## src/rtl/fhss_pkg.sv

```systemverilog
// fhss_pkg: shared types and constants for the hop sequence generator
// used by fhss_div and fhss_hop_sequence_generator
package fhss_pkg;

    localparam int MAX_CHANNELS = 64;

    localparam logic [31:0] DEFAULT_SEED = 32'h6D2B79F5;
    localparam logic [31:0] RESET_BASE = 32'd490500000;
    localparam logic [31:0] RESET_SPACING = 32'd1000000;
    localparam logic [15:0] RESET_DWELL = 16'd10;

    localparam logic OP_BIND = 1'b0;
    localparam logic OP_QUERY = 1'b1;

    localparam logic [1:0] ST_BIND_OK = 2'd0;
    localparam logic [1:0] ST_BIND_REJ = 2'd1;
    localparam logic [1:0] ST_QUERY_OK = 2'd2;
    localparam logic [1:0] ST_NOT_PAIRED = 2'd3;

    localparam logic CFG_BASE = 1'b0;
    localparam logic CFG_SPACING = 1'b1;

    // divider handshake
    typedef struct packed {
        logic start;
    } div_ctl_t;

    typedef struct packed {
        logic busy;
        logic done;
    } div_sts_t;

endpackage

```

## src/rtl/fhss_hop_sequence_generator.sv

```systemverilog
// fhss_hop_sequence_generator: top level of the hop sequencer
// depends on fhss_pkg and fhss_div
//
// A bind request (operation 0) checks the channel count (1..MAX_CHANNELS) and
// slot length (nonzero), seeds a xorshift32 generator and shuffles channel
// numbers into an internal hop table. A query request (operation 1) returns
// slot = (elapsed_ms / slot length) mod count, the channel at that slot and
// base + channel * spacing. One request is worked at a time. All division runs
// through a single bit-serial divider, one bit a cycle. A bind fills the table
// at one channel a cycle, then each shuffle step runs an xorshift step, a
// modulo start, the modulo, a read and a swap; a query runs two 32-step
// divides and a 6-step shift-add multiply before its result is valid. A
// rejected bind or an unpaired query has its result valid the cycle after the
// request. Results sit in an output register so the next request can be taken
// as soon as one result is out.
module fhss_hop_sequence_generator (
    input  logic        aclk,
    input  logic        aresetn,
    // request: tdata = {elapsed_ms, slot_length_ms, channel_count, seed}
    //   bits 31:0 seed, 39:32 channel_count, 55:40 slot_length_ms, 87:56 elapsed_ms
    input  logic        s_tvalid,
    output logic        s_tready,
    input  logic [87:0] s_tdata,
    input  logic        s_tuser,    // operation
    // result: bits 1:0 status, 7:2 slot_index, 13:8 channel_index, 45:14 frequency_hz
    output logic        m_tvalid,
    input  logic        m_tready,
    output logic [47:0] m_tdata,
    // configuration write
    input  logic        cfg_valid,
    output logic        cfg_ready,
    input  logic        cfg_index,
    input  logic [31:0] cfg_data
);
    import fhss_pkg::*;

    localparam int AW = $clog2(MAX_CHANNELS);
    localparam int NW = $clog2(MAX_CHANNELS + 1);

    localparam logic [3:0] S_IDLE = 4'd0;
    localparam logic [3:0] S_INIT = 4'd1;
    localparam logic [3:0] S_PRNG = 4'd2;
    localparam logic [3:0] S_MOD = 4'd3;
    localparam logic [3:0] S_RDJ = 4'd4;
    localparam logic [3:0] S_SWAP = 4'd5;
    localparam logic [3:0] S_QDIV = 4'd6;
    localparam logic [3:0] S_QMOD = 4'd7;
    localparam logic [3:0] S_QRD = 4'd8;
    localparam logic [3:0] S_QMUL = 4'd9;
    localparam logic [3:0] S_OUT = 4'd10;
    localparam logic [3:0] S_DIVW = 4'd11;
    localparam logic [3:0] S_QRD2 = 4'd12;

    logic [3:0]    state_reg, state_next;
    logic [3:0]    ret_reg, ret_next;
    logic [31:0]   base_reg, spacing_reg;
    logic [31:0]   prng_reg, prng_next;
    logic [NW-1:0] active_reg, active_next;
    logic [15:0]   dwell_reg, dwell_next;
    logic          paired_reg, paired_next;
    logic [NW-1:0] idx_reg, idx_next;
    logic [31:0]   acc_reg, acc_next;
    logic [31:0]   mpl_reg, mpl_next;
    logic [5:0]    mcnt_reg, mcnt_next;
    logic [AW-1:0] slot_reg, slot_next;
    logic [AW-1:0] j_reg, j_next;
    logic [5:0]    ch_reg, ch_next;
    logic          ov_reg, ov_next;
    logic [47:0]   out_reg, out_next;

    // divider
    div_ctl_t      dctl;
    div_sts_t      dsts;
    logic [31:0]   div_a;
    logic [15:0]   div_b;
    logic [31:0]   dq;
    logic [15:0]   dr;

    // hop table, one write port and one read port
    logic [5:0]    hop_mem [MAX_CHANNELS];
    logic          we;
    logic [AW-1:0] waddr, raddr;
    logic [5:0]    wdata, rdata_reg;
    logic [5:0]    vi_reg, vi_next;

    logic [NW-1:0] cnt_in;
    logic          bad;

    fhss_div #(.DW(32), .RW(16)) u_div (
        .aclk(aclk), .aresetn(aresetn), .ctl(dctl), .dividend(div_a),
        .divisor(div_b), .sts(dsts), .quotient(dq), .remainder(dr)
    );

    always_ff @(posedge aclk) begin
        if (we) hop_mem[waddr] <= wdata;
        rdata_reg <= hop_mem[raddr];
    end

    assign s_tready = (state_reg == S_IDLE) && !ov_reg;
    assign m_tvalid = ov_reg;
    assign m_tdata = out_reg;
    assign cfg_ready = 1'b1;

    assign cnt_in = NW'(s_tdata[39:32]);
    assign bad = (s_tdata[39:32] == 8'd0) || (s_tdata[39:32] > 8'(MAX_CHANNELS))
                 || (s_tdata[55:40] == 16'd0);

    function automatic logic [31:0] xs(input logic [31:0] v);
        logic [31:0] x;
        x = v ^ (v << 13);
        x = x ^ (x >> 17);
        x = x ^ (x << 5);
        return x;
    endfunction

    // sequencer
    always_comb begin
        state_next = state_reg;
        ret_next = ret_reg;
        prng_next = prng_reg;
        active_next = active_reg;
        dwell_next = dwell_reg;
        paired_next = paired_reg;
        idx_next = idx_reg;
        acc_next = acc_reg;
        mpl_next = mpl_reg;
        mcnt_next = mcnt_reg;
        slot_next = slot_reg;
        j_next = j_reg;
        ch_next = ch_reg;
        vi_next = vi_reg;
        ov_next = ov_reg;
        out_next = out_reg;
        dctl.start = 1'b0;
        div_a = acc_reg;
        div_b = 16'd1;
        we = 1'b0;
        waddr = idx_reg[AW-1:0];
        wdata = 6'(idx_reg);
        raddr = j_reg;
        if (ov_reg && m_tready) ov_next = 1'b0;
        unique case (state_reg)
            S_IDLE: begin
                if (s_tvalid && s_tready) begin
                    if (s_tuser == OP_BIND) begin
                        if (bad) begin
                            out_next = {46'd0, ST_BIND_REJ};
                            ov_next = 1'b1;
                        end else begin
                            active_next = cnt_in;
                            dwell_next = s_tdata[55:40];
                            prng_next = (s_tdata[31:0] != 32'd0) ? s_tdata[31:0]
                                                                 : DEFAULT_SEED;
                            idx_next = '0;
                            paired_next = 1'b1;
                            state_next = S_INIT;
                        end
                    end else if (!paired_reg) begin
                        out_next = {46'd0, ST_NOT_PAIRED};
                        ov_next = 1'b1;
                    end else begin
                        acc_next = s_tdata[87:56];
                        state_next = S_QDIV;
                    end
                end
            end
            // identity fill
            S_INIT: begin
                we = 1'b1;
                if (idx_reg == active_reg - 1'b1) begin
                    state_next = S_PRNG;
                end else begin
                    idx_next = idx_reg + 1'b1;
                end
            end
            // xorshift step then modulo (i+1); at i = 0 the bind completes
            S_PRNG: begin
                if (idx_reg == '0) begin
                    out_next = {46'd0, ST_BIND_OK};
                    ov_next = 1'b1;
                    state_next = S_IDLE;
                end else begin
                    prng_next = xs(prng_reg);
                    state_next = S_MOD;
                end
            end
            S_MOD: begin
                dctl.start = 1'b1;
                div_a = prng_reg;
                div_b = 16'(idx_reg) + 16'd1;
                ret_next = S_RDJ;
                state_next = S_DIVW;
            end
            S_DIVW: begin
                div_b = 16'd1;
                if (dsts.done) state_next = ret_reg;
            end
            S_RDJ: begin
                j_next = dr[AW-1:0];
                raddr = idx_reg[AW-1:0];
                state_next = S_SWAP;
            end
            // read i captured, now j; write i, then j
            S_SWAP: begin
                raddr = j_reg;
                if (mcnt_reg == 6'd0) begin
                    vi_next = rdata_reg;
                    mcnt_next = 6'd1;
                end else if (mcnt_reg == 6'd1) begin
                    mcnt_next = 6'd2;
                end else if (mcnt_reg == 6'd2) begin
                    we = 1'b1;
                    waddr = idx_reg[AW-1:0];
                    wdata = rdata_reg;
                    mcnt_next = 6'd3;
                end else begin
                    we = 1'b1;
                    waddr = j_reg;
                    wdata = vi_reg;
                    mcnt_next = 6'd0;
                    idx_next = idx_reg - 1'b1;
                    state_next = S_PRNG;
                end
            end
            // elapsed / dwell
            S_QDIV: begin
                dctl.start = 1'b1;
                div_a = acc_reg;
                div_b = dwell_reg;
                ret_next = S_QMOD;
                state_next = S_DIVW;
            end
            S_QMOD: begin
                dctl.start = 1'b1;
                div_a = dq;
                div_b = 16'(active_reg);
                ret_next = S_QRD;
                state_next = S_DIVW;
            end
            S_QRD: begin
                slot_next = dr[AW-1:0];
                raddr = dr[AW-1:0];
                state_next = S_QRD2;
            end
            S_QRD2: begin
                raddr = slot_reg;
                ch_next = rdata_reg;
                acc_next = base_reg;
                mpl_next = spacing_reg;
                mcnt_next = 6'd0;
                state_next = S_QMUL;
            end
            // shift-add multiply, one bit of channel per cycle
            S_QMUL: begin
                if (ch_reg[mcnt_reg[2:0]] && mcnt_reg < 6'd6) acc_next = acc_reg + mpl_reg;
                mpl_next = {mpl_reg[30:0], 1'b0};
                mcnt_next = mcnt_reg + 1'b1;
                if (mcnt_reg == 6'd5) begin
                    mcnt_next = 6'd0;
                    state_next = S_OUT;
                end
            end
            S_OUT: begin
                out_next = {2'd0, acc_reg, ch_reg, 6'(slot_reg), ST_QUERY_OK};
                ov_next = 1'b1;
                state_next = S_IDLE;
            end
            default: state_next = S_IDLE;
        endcase
    end

    always_ff @(posedge aclk) begin
        if (!aresetn) begin
            state_reg <= S_IDLE;
            ret_reg <= S_IDLE;
            prng_reg <= '0;
            active_reg <= '0;
            dwell_reg <= RESET_DWELL;
            paired_reg <= 1'b0;
            ov_reg <= 1'b0;
            mcnt_reg <= '0;
            base_reg <= RESET_BASE;
            spacing_reg <= RESET_SPACING;
        end else begin
            state_reg <= state_next;
            ret_reg <= ret_next;
            prng_reg <= prng_next;
            active_reg <= active_next;
            dwell_reg <= dwell_next;
            paired_reg <= paired_next;
            ov_reg <= ov_next;
            mcnt_reg <= mcnt_next;
            if (cfg_valid && cfg_index == CFG_BASE) base_reg <= cfg_data;
            if (cfg_valid && cfg_index == CFG_SPACING) spacing_reg <= cfg_data;
        end
        idx_reg <= idx_next;
        acc_reg <= acc_next;
        mpl_reg <= mpl_next;
        slot_reg <= slot_next;
        j_reg <= j_next;
        ch_reg <= ch_next;
        vi_reg <= vi_next;
        out_reg <= out_next;
    end

endmodule

```

## src/rtl/fhss_div.sv

```systemverilog
// fhss_div: bit-serial restoring divider, one quotient bit per cycle
// depends on fhss_pkg for the control and status structs
module fhss_div #(
    parameter int DW = 32,
    parameter int RW = 16
) (
    input  logic                aclk,
    input  logic                aresetn,
    input  fhss_pkg::div_ctl_t  ctl,
    input  logic [DW-1:0]       dividend,
    input  logic [RW-1:0]       divisor,
    output fhss_pkg::div_sts_t  sts,
    output logic [DW-1:0]       quotient,
    output logic [RW-1:0]       remainder
);
    import fhss_pkg::*;

    localparam int CW = $clog2(DW + 1);

    logic [DW-1:0] q_reg, q_next;
    logic [RW:0]   r_reg, r_next;
    logic [RW-1:0] d_reg, d_next;
    logic [CW-1:0] cnt_reg, cnt_next;
    logic          busy_reg, busy_next;
    logic          done_reg, done_next;
    logic [RW:0]   trial;
    logic [RW:0]   diff;

    // one shift-subtract step per cycle
    always_comb begin
        q_next = q_reg;
        r_next = r_reg;
        d_next = d_reg;
        cnt_next = cnt_reg;
        busy_next = busy_reg;
        done_next = 1'b0;
        trial = {r_reg[RW-1:0], q_reg[DW-1]};
        diff = trial - {1'b0, d_reg};
        if (ctl.start) begin
            q_next = dividend;
            r_next = '0;
            d_next = divisor;
            cnt_next = CW'(DW);
            busy_next = 1'b1;
        end else if (busy_reg) begin
            if (!diff[RW]) begin
                r_next = diff;
                q_next = {q_reg[DW-2:0], 1'b1};
            end else begin
                r_next = trial;
                q_next = {q_reg[DW-2:0], 1'b0};
            end
            cnt_next = cnt_reg - 1'b1;
            if (cnt_reg == CW'(1)) begin
                busy_next = 1'b0;
                done_next = 1'b1;
            end
        end
    end

    always_ff @(posedge aclk) begin
        if (!aresetn) begin
            busy_reg <= 1'b0;
            done_reg <= 1'b0;
            cnt_reg <= '0;
        end else begin
            busy_reg <= busy_next;
            done_reg <= done_next;
            cnt_reg <= cnt_next;
        end
        q_reg <= q_next;
        r_reg <= r_next;
        d_reg <= d_next;
    end

    assign sts.busy = busy_reg;
    assign sts.done = done_reg;
    assign quotient = q_reg;
    assign remainder = r_reg[RW-1:0];

endmodule

```

## config.mk

```make
export PLATFORM = sky130hd
export DESIGN_NAME = fhss_hop_sequence_generator
export DESIGN_NICKNAME = d
export VERILOG_FILES = /design/src/rtl/fhss_pkg.sv /design/src/rtl/fhss_hop_sequence_generator.sv /design/src/rtl/fhss_div.sv
export SDC_FILE = /design/constraint.sdc
export NUM_CORES = 1
export LEC_CHECK = 0
export BUFFER_PORTS_ARGS = -buffer_cell sky130_fd_sc_hd__buf_2
export CORE_MARGIN = 3
export CORE_UTILIZATION = 45
export CTS_BUF_LIST = sky130_fd_sc_hd__clkbuf_16
export DETAILED_ROUTE_END_ITERATION = 7
export PLACE_DENSITY = 0.59
export SYNTH_ARGS = -nofsm -noshare
export SYNTH_HDL_FRONTEND = slang
export SYNTH_SLANG_ARGS = --single-unit
```

## constraint.sdc

```tcl
create_clock -name aclk -period 7.3 [get_ports aclk]
set_clock_uncertainty 0.15 [all_clocks]
set_input_delay 1.46 -clock aclk [delete_from_list [all_inputs] [get_ports aclk]]
set_output_delay 1.46 -clock aclk [all_outputs]
set_load 0.02 [all_outputs]
```

==> results.json <==
{
  "status": "finished, final reports clean",
  "drv_cap": 0,
  "cts_setup_buffers": 0,
  "cp-end-kind": "flip-flop",
  "slew_headroom_pct": 16.7,
  "grt_pass1_vias": 24500,
  "hold_slack_ns": 0.310,
  "crit_fanout": 31,
  "drive_gt1_share_pct": 11.5,
  "crit_family": "simple AND/OR/NAND/NOR gates",
  "cpPeakStageDelay_ns": 1.09,
  "worstReg2RegEnd": "hop_mem[60][0]$_DFFE_PP_",
  "final_antenna_net_count": 0,
  "num-nets-final": 3466,
  "crit_slowest_cell": "dfxtp_1",
  "r2r_start": "state_reg[2]$_SDFFE_PN0P_",
  "nFillCells": 6722,
  "peakVddDrop_uv": 167,
  "rsz0062_at_grt": "no",
  "synth_seq_cells": 737,
  "die_area_um2": 79400,
  "critPathLaunchType": "flip-flop",
  "cts.clk_slew.worst_paths_ns": 0.06,
  "gp_congestion": 0.892,
  "worstHoldStart": "paired_reg$_SDFFE_PN0P_",
  "finalHoldViolCount": 0,
  "coreArea_um2": 74800,
  "leakagePower_nw": 14.4,
  "pwr-share-clk_pct": 38.9,
  "ctsHoldBuffers": 0,
  "dr.pass1.iters": 8,
  "antenna_found_initial": 8,
  "drv_slew": 0,
  "setup_slack_ns": 2.31,
  "switching_share_pct": 26.9,
  "clkSinkCount": 737,
  "synth.distinct_cells": 78,
  "setup_viol": 0,
  "ff2ff_path_depth": 7,
  "yosysSeqAreaShare_pct": 59.9,
  "synth_largest_area_cell": "edfxtp_1",
  "routed_wl_um": 93700,
  "syn_inst": 3176,
  "rows": 100,
  "fin_crit_sh_pct": 68.3,
  "clk-insertion-delay-late_ns": 0.63,
  "numCtsBuffers": 80,
  "cts_root_buf": "clkbuf_16",
  "min_delay_path_depth": 2,
  "critPathKind": "reg -> reg",
  "io_pins": 178,
  "grt_overflow_total": 0,
  "synth_top_cell_area_share_pct": 50.3,
  "intPower_w": 0.00752,
  "vias": 24600,
  "grtUsageTotal_pct": 23.5,
  "pre_cts_slack_ns": 2.42,
  "h-tree-depth": 3,
  "period_needed_ns": 4.99,
  "hold_class": "reg -> reg",
  "largest_reg_flops": 384,
  "drt_iter0_markers": 2173,
  "power.density_nw_per_um2": 267,
  "hpwl_um": 62900,
  "grt_max_degree": 129,
  "synth.avg_cell_area_um2": 10.8,
  "via_per_inst": 5.71,
  "dieWidth_um": 282,
  "area_growth_pct": 12.5,
  "total_power_w": 0.0103,
  "grt_pass1_wl_um": 143000,
  "synth.area.top_cells": "edfxtp_1, dfxtp_1, nand2_1",
  "p_switching_w": 0.00276,
  "io_buffers": 174,
  "cts_resized": 0,
  "die_h_um": 282,
  "cp_cell_sequence": "inv_2 -> or3_1 -> nor2_2 -> mux2i_1 -> or2_1 -> nand2b_1 -> nor2_1",
  "place_area_um2": 35900,
  "cts_tree": "built",
  "reg2reg_slack_ns": 2.31,
  "p_comb_share_pct": 13.9,
  "drc": 0,
  "start_util_pct": 45.7,
  "detail_route.wl_per_cell_um": 21.7,
  "path_buf_inv": 1,
  "fin_area_um2": 38500,
  "worstPathRequired_ns": 7.41,
  "netlist_area_um2": 34200,
  "critical_path_arrival_ns": 5.09,
  "synth_edf_count": 573,
  "setup_tns_ns": 0,
  "whs_endpoint": "paired_reg$_SDFFE_PN0P_",
  "max_freq_ghz": 0.201,
  "yosys_warnings": 0,
  "async_flop_share_pct": 0,
  "clk_path_buf_depth": 3,
  "largest-register": "hop_mem",
  "worst_pin_slew_ns": 1.25,
  "synth_flop_cell": "edfxtp_1",
  "seq_power_share_pct": 47.2
}
## cell type report
type	instances	area, µm²	share of cell area, %
sequential	737	20500	53.2
multi-input combinational	2184	12800	33.2
clock buffer	87	2180	5.66
tap	969	1210	3.15
timing repair buffer	212	1180	3.07
clock inverter	59	429	1.11
inverter	60	225	0.585
antenna	4	10.0	0.0260
## worst max path at each step
stage                     cells after the start                       end                       from  slack [ns]
after floorplan                               6      m_tdata[0]$_DFFE_PP_                s_tdata[34]        0.88
after global placement                        7   hop_mem[4][3]$_DFFE_PP_  state_reg[2]$_SDFFE_PN0P_        2.67
after detailed placement                      7  hop_mem[24][4]$_DFFE_PP_  state_reg[2]$_SDFFE_PN0P_        2.42
after CTS                                     7   hop_mem[4][5]$_DFFE_PP_  state_reg[2]$_SDFFE_PN0P_        2.42
after global routing                          7   hop_mem[4][5]$_DFFE_PP_  state_reg[2]$_SDFFE_PN0P_        2.08
final                                         7  hop_mem[60][0]$_DFFE_PP_  state_reg[2]$_SDFFE_PN0P_        2.31
## synth_stat cells, drive strengths merged, types with 25 or more instances
master,n
a21boi,89
a21oi,85
a22oi,27
a31oi,53
and3,58
buf,56
clkbuf,140
dfxtp,164
edfxtp,573
ha,61
inv,58
mux2i,105
nand2,686
nand3,244
nor2,186
nor2b,41
nor3,37
o21a,25
o21ai,84
xnor2,85
xor2,34
## worst reg2reg max path, delay by kind of cell, from the launching register on
family        cells  cell delay, ns
simple gates      5            2.76
buf+inv           1            0.20
flops             1            1.09
mux               1            0.41
## power by group through the flow
stage	logic [W]	clock network, W	registers, W
finish	0.00143	0.00400	0.00485
global route	0.00158	0.00426	0.00486
CTS	0.00144	0.00409	0.00485
detailed placement	0.00143	0	0.00493
global placement	0.00140	0	0.00493
floorplan	0.000987	0	0.00491
## metal layers
metal	GRT usage, %	up-vias	part of all wire (%)
li1	-	11600	-
met1	30.4	12000	42
met2	39.6	806	48
met3	4.33	185	6.5
met4	8.28	8	3.4
met5	0	-	0.052
## kinds of logic after synthesis
kind of cell	Yosys count	synth area share (%)
compound gates	532	10.7
xor+xnor	119	3.05
fa+ha+maj	64	2.41
buf+inv	256	3.11
flops	737	59.9
mux	114	3.40
other cells	2	0.0220
simple gates	1352	17.4
## stage by stage
step | std cells | utilization, %
2_1_floorplan | 3177 | -
3_3_place_gp | 4162 | 47.9
3_5_place_dp | 4162 | 47.9
4_1_cts | 4308 | 51.4
5_1_grt | 4309 | 51.4
6_report | 4312 | 51.4
## placed cells by master (no fill, tap or decap), drive strengths merged, types with 27 or more instances in the layout
cell type and count:
xnor2 85, a22oi 27, mux2i 105, clkbuf 87, nand2 686, nor2b 41, clkinv 35, and3 58
a31oi 53, buf 212, inv 76, ha 61, a21oi 85, edfxtp 573, o21ai 84, dfxtp 164
nor2 186, nand3 244, xor2 34, nor3 37, a21boi 89
Note: power is estimated with default switching activity, not from simulation.
